===== config.mk =====
export PLATFORM = sky130hd
export DESIGN_NAME = twi_packet_transfer_engine_flat
export DESIGN_NICKNAME = d
export VERILOG_FILES = /design/src/hdl/tpte_pkg.sv /design/src/hdl/tpte_stream_if.sv /design/src/hdl/twi_packet_transfer_engine.sv /design/src/hdl/tpte_tx_buffer.sv /design/src/hdl/tpte_core.sv /design/src/flat_wrapper.sv
export SDC_FILE = /design/constraint.sdc
export NUM_CORES = 1
export LEC_CHECK = 0
export BUFFER_PORTS_ARGS = -buffer_cell sky130_fd_sc_hd__clkbuf_2
export CAP_MARGIN = 25
export CORE_ASPECT_RATIO = 0.8
export CORE_MARGIN = 3
export CORE_UTILIZATION = 52
export DETAILED_ROUTE_END_ITERATION = 10
export GPL_ROUTABILITY_DRIVEN = 0
export HOLD_SLACK_MARGIN = 0.12
export PLACE_DENSITY_LB_ADDON = 0.08
export SYNTH_ARGS = -nofsm -noshare
export SYNTH_HDL_FRONTEND = slang
export SYNTH_SLANG_ARGS = --single-unit

===== constraint.sdc =====
create_clock -name clk -period 3.9 [get_ports clk]
set_clock_uncertainty 0.2 [all_clocks]
set_input_delay 0.975 -clock clk [delete_from_list [all_inputs] [get_ports clk]]
set_output_delay 0.975 -clock clk [all_outputs]
set_load 0.02 [all_outputs]

===== src/hdl/tpte_pkg.sv =====
// ---------------------------------------------------------------------------
// tpte_pkg: shared types and constants for the TWI packet transfer engine
// Request and status codes, item layouts and the engine state record.
// ---------------------------------------------------------------------------
`default_nettype none

package tpte_pkg;

  localparam int unsigned MAX_PAYLOAD = 15;
  localparam int unsigned IDX_W       = 4;
  localparam int unsigned CNT_W       = 5;

  localparam logic [IDX_W-1:0] MAX_IDX = IDX_W'(MAX_PAYLOAD);
  localparam logic [CNT_W-1:0] MAX_CNT = CNT_W'(MAX_PAYLOAD);
  localparam logic [CNT_W-1:0] POS_SAT = '1;

  // request types
  localparam logic [1:0] REQ_LOAD  = 2'd0;
  localparam logic [1:0] REQ_SEND  = 2'd1;
  localparam logic [1:0] REQ_EVENT = 2'd2;

  // bus commands
  localparam logic [1:0] CMD_NONE  = 2'd0;
  localparam logic [1:0] CMD_ACK   = 2'd1;
  localparam logic [1:0] CMD_START = 2'd2;
  localparam logic [1:0] CMD_STOP  = 2'd3;

  // bus roles
  localparam logic [1:0] ROLE_IDLE   = 2'd0;
  localparam logic [1:0] ROLE_MASTER = 2'd1;
  localparam logic [1:0] ROLE_SLAVE  = 2'd2;

  // bus status codes
  localparam logic [7:0] ST_START        = 8'h08;
  localparam logic [7:0] ST_MT_SLA_ACK   = 8'h18;
  localparam logic [7:0] ST_MT_DATA_ACK  = 8'h28;
  localparam logic [7:0] ST_ARB_LOST     = 8'h38;
  localparam logic [7:0] ST_SR_SLA_ACK   = 8'h60;
  localparam logic [7:0] ST_SR_ARB_SLA   = 8'h68;
  localparam logic [7:0] ST_SR_DATA_ACK  = 8'h80;
  localparam logic [7:0] ST_SR_DATA_NACK = 8'h88;
  localparam logic [7:0] ST_SR_STOP      = 8'hA0;
  localparam logic [7:0] ST_MT_DATA_NACK = 8'h30;
  localparam logic [7:0] ST_MT_SLA_NACK  = 8'h20;
  localparam logic [7:0] ST_BUS_ERROR    = 8'h00;

  typedef struct packed {
    logic [1:0]       req_type;
    logic [IDX_W-1:0] payload_index;
    logic [7:0]       payload_byte;
    logic [3:0]       msg_state;
    logic [3:0]       msg_len;
    logic [7:0]       status_code;
    logic [7:0]       rx_byte;
  } in_item_t;

  typedef struct packed {
    logic [1:0] bus_cmd;
    logic       tx_valid;
    logic [7:0] tx_byte;
    logic [1:0] bus_role;
    logic       send_pending;
    logic       send_rejected;
    logic       rx_done;
    logic [3:0] rx_state;
    logic [3:0] rx_len;
    logic       rx_overflow;
  } out_item_t;

  typedef struct packed {
    logic [7:0]       tx_header;
    logic [CNT_W-1:0] tx_count;
    logic [CNT_W-1:0] tx_pos;
    logic [1:0]       role;
    logic             pending;
    logic [7:0]       rx_header;
    logic [CNT_W-1:0] rx_pos;
  } eng_state_t;

  typedef struct packed {
    logic             en;
    logic [IDX_W-1:0] idx;
    logic [7:0]       data;
  } store_wr_t;

endpackage

`default_nettype wire


===== src/hdl/tpte_stream_if.sv =====
// ---------------------------------------------------------------------------
// tpte_stream_if: request and result channels
// Valid/ready channels carrying one request item or one result item.
// ---------------------------------------------------------------------------
`default_nettype none

interface tpte_in_if;
  import tpte_pkg::*;

  logic     valid;
  logic     ready;
  in_item_t data;

  modport source (output valid, output data, input ready);
  modport sink   (input valid, input data, output ready);
endinterface

interface tpte_out_if;
  import tpte_pkg::*;

  logic      valid;
  logic      ready;
  out_item_t data;

  modport source (output valid, output data, input ready);
  modport sink   (input valid, input data, output ready);
endinterface

`default_nettype wire


===== src/hdl/twi_packet_transfer_engine.sv =====
// ---------------------------------------------------------------------------
// twi_packet_transfer_engine: two-wire bus packet engine
// Loads payload bytes, builds send headers and steps transmit and receive
// on bus status events, one result per request.
// ---------------------------------------------------------------------------
// Result path: a request transfer is captured in the input register, then
//   in the result register when that register is free.
// Throughput: one request per cycle; a stalled result holds the request in
//   the input register, and the input takes no new transfer until it moves.
// Reset: synchronous rst_n clears the pipeline valids, engine state and the
//   address register; the payload store is not cleared.
`default_nettype none

module twi_packet_transfer_engine (
  input  wire logic       clk,
  input  wire logic       rst_n,
  tpte_in_if.sink         in_ch,
  tpte_out_if.source      out_ch,
  input  wire logic       cfg_we,
  input  wire logic [7:0] cfg_wdata
);
  import tpte_pkg::*;

  logic       in_valid_r;
  in_item_t   in_data_r;
  logic       out_valid_r;
  out_item_t  out_data_r;
  eng_state_t st_r;
  eng_state_t st_nxt;
  out_item_t  res;
  store_wr_t  wr;
  store_wr_t  buf_wr;
  logic [7:0] addr_r;
  logic [IDX_W-1:0] rd_idx;
  logic [7:0] rd_data;
  logic       proc;

  // advance when the result register is free or drains this cycle
  assign proc         = in_valid_r && (!out_valid_r || out_ch.ready);
  assign in_ch.ready  = !in_valid_r || proc;
  assign out_ch.valid = out_valid_r;
  assign out_ch.data  = out_data_r;

  tpte_core u_core (
    .item      (in_data_r),
    .st        (st_r),
    .addr_byte (addr_r),
    .rd_data   (rd_data),
    .rd_idx    (rd_idx),
    .wr        (wr),
    .st_nxt    (st_nxt),
    .res       (res)
  );

  // write the store only when the request actually advances
  always_comb begin
    buf_wr    = wr;
    buf_wr.en = wr.en && proc;
  end

  tpte_tx_buffer u_tx_buffer (
    .clk     (clk),
    .wr      (buf_wr),
    .rd_idx  (rd_idx),
    .rd_data (rd_data)
  );

  always_ff @(posedge clk) begin
    if (!rst_n) begin
      in_valid_r  <= 1'b0;
      out_valid_r <= 1'b0;
      st_r        <= '0;
      addr_r      <= '0;
    end else begin
      if (in_ch.ready) begin
        in_valid_r <= in_ch.valid;
      end
      if (proc) begin
        out_valid_r <= 1'b1;
        st_r        <= st_nxt;
      end else if (out_ch.ready) begin
        out_valid_r <= 1'b0;
      end
      if (cfg_we) begin
        addr_r <= cfg_wdata;
      end
    end
  end

  always_ff @(posedge clk) begin
    if (in_ch.valid && in_ch.ready) begin
      in_data_r <= in_ch.data;
    end
    if (proc) begin
      out_data_r <= res;
    end
  end

  // hold a waiting request while the result register is stalled
  property p_hold_in;
    @(posedge clk) disable iff (!rst_n)
      (in_valid_r && out_valid_r && !out_ch.ready) |=> in_valid_r;
  endproperty
  a_hold_in: assert property (p_hold_in) else $error("request dropped under stall");

  property p_done_idle;
    @(posedge clk) disable iff (!rst_n)
      (out_valid_r && out_data_r.rx_done) |-> (out_data_r.bus_role == ROLE_IDLE);
  endproperty
  a_done_idle: assert property (p_done_idle) else $error("rx_done with busy role");

  property p_reject_quiet;
    @(posedge clk) disable iff (!rst_n)
      (out_valid_r && out_data_r.send_rejected) |-> (out_data_r.bus_cmd == CMD_NONE);
  endproperty
  a_reject_quiet: assert property (p_reject_quiet) else $error("rejected send issued command");

  property p_txbyte_zero;
    @(posedge clk) disable iff (!rst_n)
      (out_valid_r && !out_data_r.tx_valid) |-> (out_data_r.tx_byte == 8'd0);
  endproperty
  a_txbyte_zero: assert property (p_txbyte_zero) else $error("tx_byte set without tx_valid");

endmodule

`default_nettype wire


===== src/hdl/tpte_tx_buffer.sv =====
// ---------------------------------------------------------------------------
// tpte_tx_buffer: transmit payload store
// One write port from payload loads, one read port for the byte being sent.
// ---------------------------------------------------------------------------
`default_nettype none

module tpte_tx_buffer (
  input  wire logic                     clk,
  input  wire tpte_pkg::store_wr_t      wr,
  input  wire logic [tpte_pkg::IDX_W-1:0] rd_idx,
  output logic [7:0]                    rd_data
);
  import tpte_pkg::*;

  logic [7:0] mem [MAX_PAYLOAD];

  always_ff @(posedge clk) begin
    if (wr.en && (wr.idx < MAX_IDX)) begin
      mem[wr.idx] <= wr.data;
    end
  end

  assign rd_data = (rd_idx < MAX_IDX) ? mem[rd_idx] : 8'd0;

endmodule

`default_nettype wire


===== src/hdl/tpte_core.sv =====
// ---------------------------------------------------------------------------
// tpte_core: per-transfer decision logic
// Decodes one request against the engine state: next state, store write,
// and the result item.
// ---------------------------------------------------------------------------
`default_nettype none

module tpte_core (
  input  wire tpte_pkg::in_item_t       item,
  input  wire tpte_pkg::eng_state_t     st,
  input  wire logic [7:0]               addr_byte,
  input  wire logic [7:0]               rd_data,
  output logic [tpte_pkg::IDX_W-1:0]    rd_idx,
  output tpte_pkg::store_wr_t           wr,
  output tpte_pkg::eng_state_t          st_nxt,
  output tpte_pkg::out_item_t           res
);
  import tpte_pkg::*;

  logic [CNT_W-1:0] pos_m1;
  logic [IDX_W-1:0] send_n;

  assign pos_m1 = st.tx_pos - CNT_W'(1);
  assign rd_idx = pos_m1[IDX_W-1:0];
  assign send_n = (item.msg_len < MAX_IDX) ? item.msg_len : MAX_IDX;

  always_comb begin
    st_nxt  = st;
    res     = '0;
    wr.en   = 1'b0;
    wr.idx  = item.payload_index;
    wr.data = item.payload_byte;

    case (item.req_type)
      REQ_LOAD: begin
        wr.en = 1'b1;
      end
      REQ_SEND: begin
        if (st.role != ROLE_IDLE) begin
          res.send_rejected = 1'b1;
        end else begin
          st_nxt.tx_header = {item.msg_len, item.msg_state};
          st_nxt.tx_count  = {1'b0, send_n} + CNT_W'(1);
          st_nxt.tx_pos    = '0;
          st_nxt.pending   = 1'b1;
          res.bus_cmd      = CMD_START;
        end
      end
      REQ_EVENT: begin
        case (item.status_code)
          ST_START: begin
            st_nxt.pending = 1'b0;
            st_nxt.role    = ROLE_MASTER;
            res.tx_valid   = 1'b1;
            res.tx_byte    = addr_byte;
            res.bus_cmd    = CMD_ACK;
          end
          ST_MT_SLA_ACK, ST_MT_DATA_ACK: begin
            st_nxt.pending = 1'b0;
            if (st.tx_pos == '0) begin
              res.tx_valid  = 1'b1;
              res.tx_byte   = st.tx_header;
              st_nxt.tx_pos = CNT_W'(1);
              res.bus_cmd   = CMD_ACK;
            end else if (st.tx_pos < st.tx_count) begin
              res.tx_valid  = 1'b1;
              res.tx_byte   = (pos_m1 < MAX_CNT) ? rd_data : 8'd0;
              st_nxt.tx_pos = st.tx_pos + CNT_W'(1);
              res.bus_cmd   = CMD_ACK;
            end else begin
              // payload done: stop, and keep stopping on further ACKs
              st_nxt.tx_count = '0;
              st_nxt.role     = ROLE_IDLE;
              res.bus_cmd     = CMD_STOP;
            end
          end
          ST_ARB_LOST, ST_SR_SLA_ACK, ST_SR_ARB_SLA: begin
            st_nxt.role = ROLE_SLAVE;
            res.bus_cmd = CMD_ACK;
          end
          ST_SR_DATA_ACK, ST_SR_DATA_NACK: begin
            // receive payload is not observable; only header and overflow matter
            if (st.rx_pos == '0) begin
              st_nxt.rx_header = item.rx_byte;
            end else if (st.rx_pos > MAX_CNT) begin
              res.rx_overflow = 1'b1;
            end
            if (st.rx_pos != POS_SAT) begin
              st_nxt.rx_pos = st.rx_pos + CNT_W'(1);
            end
            res.bus_cmd = CMD_ACK;
          end
          ST_SR_STOP: begin
            res.rx_done   = 1'b1;
            res.rx_state  = st.rx_header[3:0];
            res.rx_len    = st.rx_header[7:4];
            st_nxt.role   = ROLE_IDLE;
            st_nxt.rx_pos = '0;
            res.bus_cmd   = CMD_ACK;
          end
          ST_MT_DATA_NACK, ST_MT_SLA_NACK, ST_BUS_ERROR: begin
            st_nxt.role    = ROLE_IDLE;
            st_nxt.pending = 1'b1;
            res.bus_cmd    = CMD_STOP;
          end
          default: begin
            res.bus_cmd = CMD_ACK;
          end
        endcase
      end
      default: begin
      end
    endcase

    res.bus_role     = st_nxt.role;
    res.send_pending = st_nxt.pending;
  end

endmodule

`default_nettype wire

===== src/flat_wrapper.sv =====
// flat-port wrapper written by rule: the top's interface ports become plain ports
module twi_packet_transfer_engine_flat import tpte_pkg::*;
  (clk, rst_n, cfg_we, cfg_wdata, in_ch_valid, in_ch_data, in_ch_ready, out_ch_valid, out_ch_data, out_ch_ready);
  tpte_in_if in_ch_i ();
  tpte_out_if out_ch_i ();
  input  wire logic clk;
  input  wire logic rst_n;
  input  wire logic cfg_we;
  input  wire logic [7:0] cfg_wdata;
  input wire logic [$bits(in_ch_i.valid)-1:0] in_ch_valid;
  input wire logic [$bits(in_ch_i.data)-1:0] in_ch_data;
  output wire logic [$bits(in_ch_i.ready)-1:0] in_ch_ready;
  output wire logic [$bits(out_ch_i.valid)-1:0] out_ch_valid;
  output wire logic [$bits(out_ch_i.data)-1:0] out_ch_data;
  input wire logic [$bits(out_ch_i.ready)-1:0] out_ch_ready;
  assign in_ch_i.valid = in_ch_valid;
  assign in_ch_i.data = in_ch_data;
  assign in_ch_ready = in_ch_i.ready;
  assign out_ch_valid = out_ch_i.valid;
  assign out_ch_data = out_ch_i.data;
  assign out_ch_i.ready = out_ch_ready;
  twi_packet_transfer_engine u_core (.clk(clk), .rst_n(rst_n), .in_ch(in_ch_i), .out_ch(out_ch_i), .cfg_we(cfg_we), .cfg_wdata(cfg_wdata));
endmodule

==> run metrics <==
Starting DRT DRC Count=about 570; # hold bufs at CTS=0; Lkg Pwr=between 3 and 4 nW; RSZ-0062 raised after global routing=no; number of synthesized flops with an enable pin=around 180; syn nets=653; number of global-route vias before repair=~5.4k; n_diodes=0; Vias/cell=5.99; PwrDens=492 mW/mm^2; status=completed; Synth Warn #=0; total number of vias=between 5k and 6k; Detailed Routing Iterations Pass 1=6; CTS Sinks=~230; Post-synth top cells=183 x edfxtp_1, 44 x dfxtp_1, 36 x mux2i_1, 36 x nor2_1; final wirelength=between 20000 and 25000 um; part of the power in the clock network=44.7%; std cell rows=42; largest net degree at the start of global routing=41; max_cap viols=0; Final Power=around 5.3 mW; Final nets=between 700 and 800; TNS Setup=0 ns; Die Ht=125 um; IO Count=78; Avg Cell Area, Syn=15.8 um^2; total core area=between 0.015 and 0.02 mm^2; max-slew violation count=0; count of state elements after synthesis=between 200 and 250; NetSw=1.12 mW; Arr. time, crit path=3.10 ns; Tot GR Track Use=between 20% and 30%; Cells after Synth=approximately 600; asr flop ratio synth=0%; H-tree depth=1; sequential share of power=between 50% and 60%; kind of critical path=register to register; initial core utilization=a little over half; Final ANT Viol Nets=0; worst-path fanout max=12; measured slew at the worst slew-check pin=about 0.93 ns; cts bufs inserted=23; area grow syn2layout=16.8%; I/O Buffers=77; fillers=1235; Max clock buf depth=3; Peak supply drop=0.388 mV; Synth area leader=edfxtp_1; # DRC=0; fin util=between 60% and 70%; synth unique cells=63; Worst-path clk slew=about 0.06 ns; WP data required=between 4 and 5 ns; Worst Hold Class=register to register; layout cells sized above 1=between 20% and 30%; first-pass GRT wire length=approximately 32000 um; die area=0.0194 mm^2; WL per Instance=about 23 um; post-CTS setup buffers=0; sequential area share after synthesis=approximately 69%; count leader, synth=edfxtp_1; initial antenna violation count=1; Pint=between 4 and 5 mW; final hold viol count=0; final-report setup violation count=0; Worst-Skew Late Latency=0.52 ns; CTS root buf=clkbuf_16; HPWL Detailed=roughly 14000 um; CP Launch Type=register; Peak Freq=roughly 0.34 GHz; crit end category=register; slew margin rel.=a little under two fifths; Die X=155 um; post-CTS sizing=0; synthesized cell area=roughly 0.0092 mm^2; area share of the largest cell type after synthesis=between 50% and 60%; aggregate global routing overflow=0; TritonCTS clock tree=built; switch share=around a fifth; dominant synthesized flop cell=edfxtp_1; Logic pwr share=approximately 4.1%; minimum clock period=just under 3 ns; Tcrit/Tclk final=about three quarters; dominant cells by area after synthesis=edfxtp_1 59%, dfxtp_1 9.5%, mux4_2 7.3%
## metal layers
layer	vias up	GRT usage [%]	wire, um
li1	2463	-	-
met5	-	0	13
met3	35	5.46	2140
met4	2	4.88	391
met2	284	29.8	8670
met1	2741	34.9	9780
## layout make-up
| cell class | count | area [um^2] | share of cell area, % |
|---|---|---|---|
| Timing Repair Buffer | 94 | 533 | 4.94 |
| Inverter | 24 | 90.1 | 0.835 |
| Clock buffer | 23 | 576 | 5.33 |
| Sequential cell | 227 | 6380 | 59.1 |
| Tap cell | 220 | 275 | 2.55 |
| Multi-Input combinational cell | 316 | 2690 | 24.9 |
| Clock inverter | 19 | 254 | 2.35 |
## registers in the layout (all words and copies together) (netlist names)
name and count:
u_core.addr_r 8, u_core.u_tx_buffer.mem 120, u_core.out_ch.data 25, u_core.out_ch.valid 1, u_core.st_r 34, u_core.in_valid_r 1, u_core.in_data_r 38
## placed cells by master (no fill, tap or decap), drive strengths merged, types with 4 or more instances in the layout
master,n
a21o,4
a21oi,20
a22oi,8
a31oi,4
and2,11
buf,17
bufinv,5
clkbuf,100
clkinv,8
clkinvlp,5
dfxtp,44
edfxtp,183
ha,16
inv,25
mux2i,36
mux4,30
nand2,22
nand2b,7
nand3,6
nand4,5
nor2,36
nor2b,30
nor3,8
nor4,4
o21ai,11
o22ai,8
xnor2,4
## through the flow
stage | cells | cell area, um^2 | hold WS (ns) | worst slack, ns
final | 923 | 10800 | 0.270 | 0.994
after global routing | 923 | 10800 | 0.296 | 0.773
after CTS | 922 | 10800 | 0.268 | 0.562
after detailed placement | 880 | 9940 | 0.259 | 0.616
after global placement | 880 | 9940 | 0.254 | 0.727
after floorplan | 586 | 9250 | 0.238 | 0.662
## power groups by stage
| stage | logic, mW | registers, mW | clock network [mW] |
|---|---|---|---|
| detailed placement | 0.215 | 2.77 | 0 |
| global placement | 0.210 | 2.77 | 0 |
| global route | 0.238 | 2.72 | 2.50 |
| finish | 0.218 | 2.72 | 2.37 |
| CTS | 0.217 | 2.72 | 2.40 |
| floorplan | 0.124 | 2.76 | 0 |
## logic make-up after synthesis
kind of cell / after synthesis / synth area share (%)
flops: 227 / 69.0
simple gates: 146 / 8.84
compound gates: 81 / 6.20
mux: 66 / 11.2
buf+inv: 43 / 1.96
fa+ha+maj: 16 / 2.17
xor+xnor: 7 / 0.663
## path summary, 6_finish.rpt
check / endpoint / start / cells after the start / slack [ns]
worst max-delay path: u_core.st_r[11] / u_core.in_data_r[36] / 7 / 0.99
worst min-delay path: u_core.st_r[25] / u_core.st_r[25] / 2 / 0.27
worst max register to register: u_core.st_r[11] / u_core.in_data_r[36] / 7 / 0.99
worst min register to register: u_core.st_r[25] / u_core.st_r[25] / 2 / 0.27
## worst max-delay path, stage by stage (launching register included)
cell	delay, ns
edfxtp_1	0.39
inv_1	0.09
ha_1	0.48
nand2b_1	0.20
nand2b_1	0.31
nor4_4	0.78
mux2i_1	0.27
nor2b_1	0.06
Power figures use the tool's default switching activity.
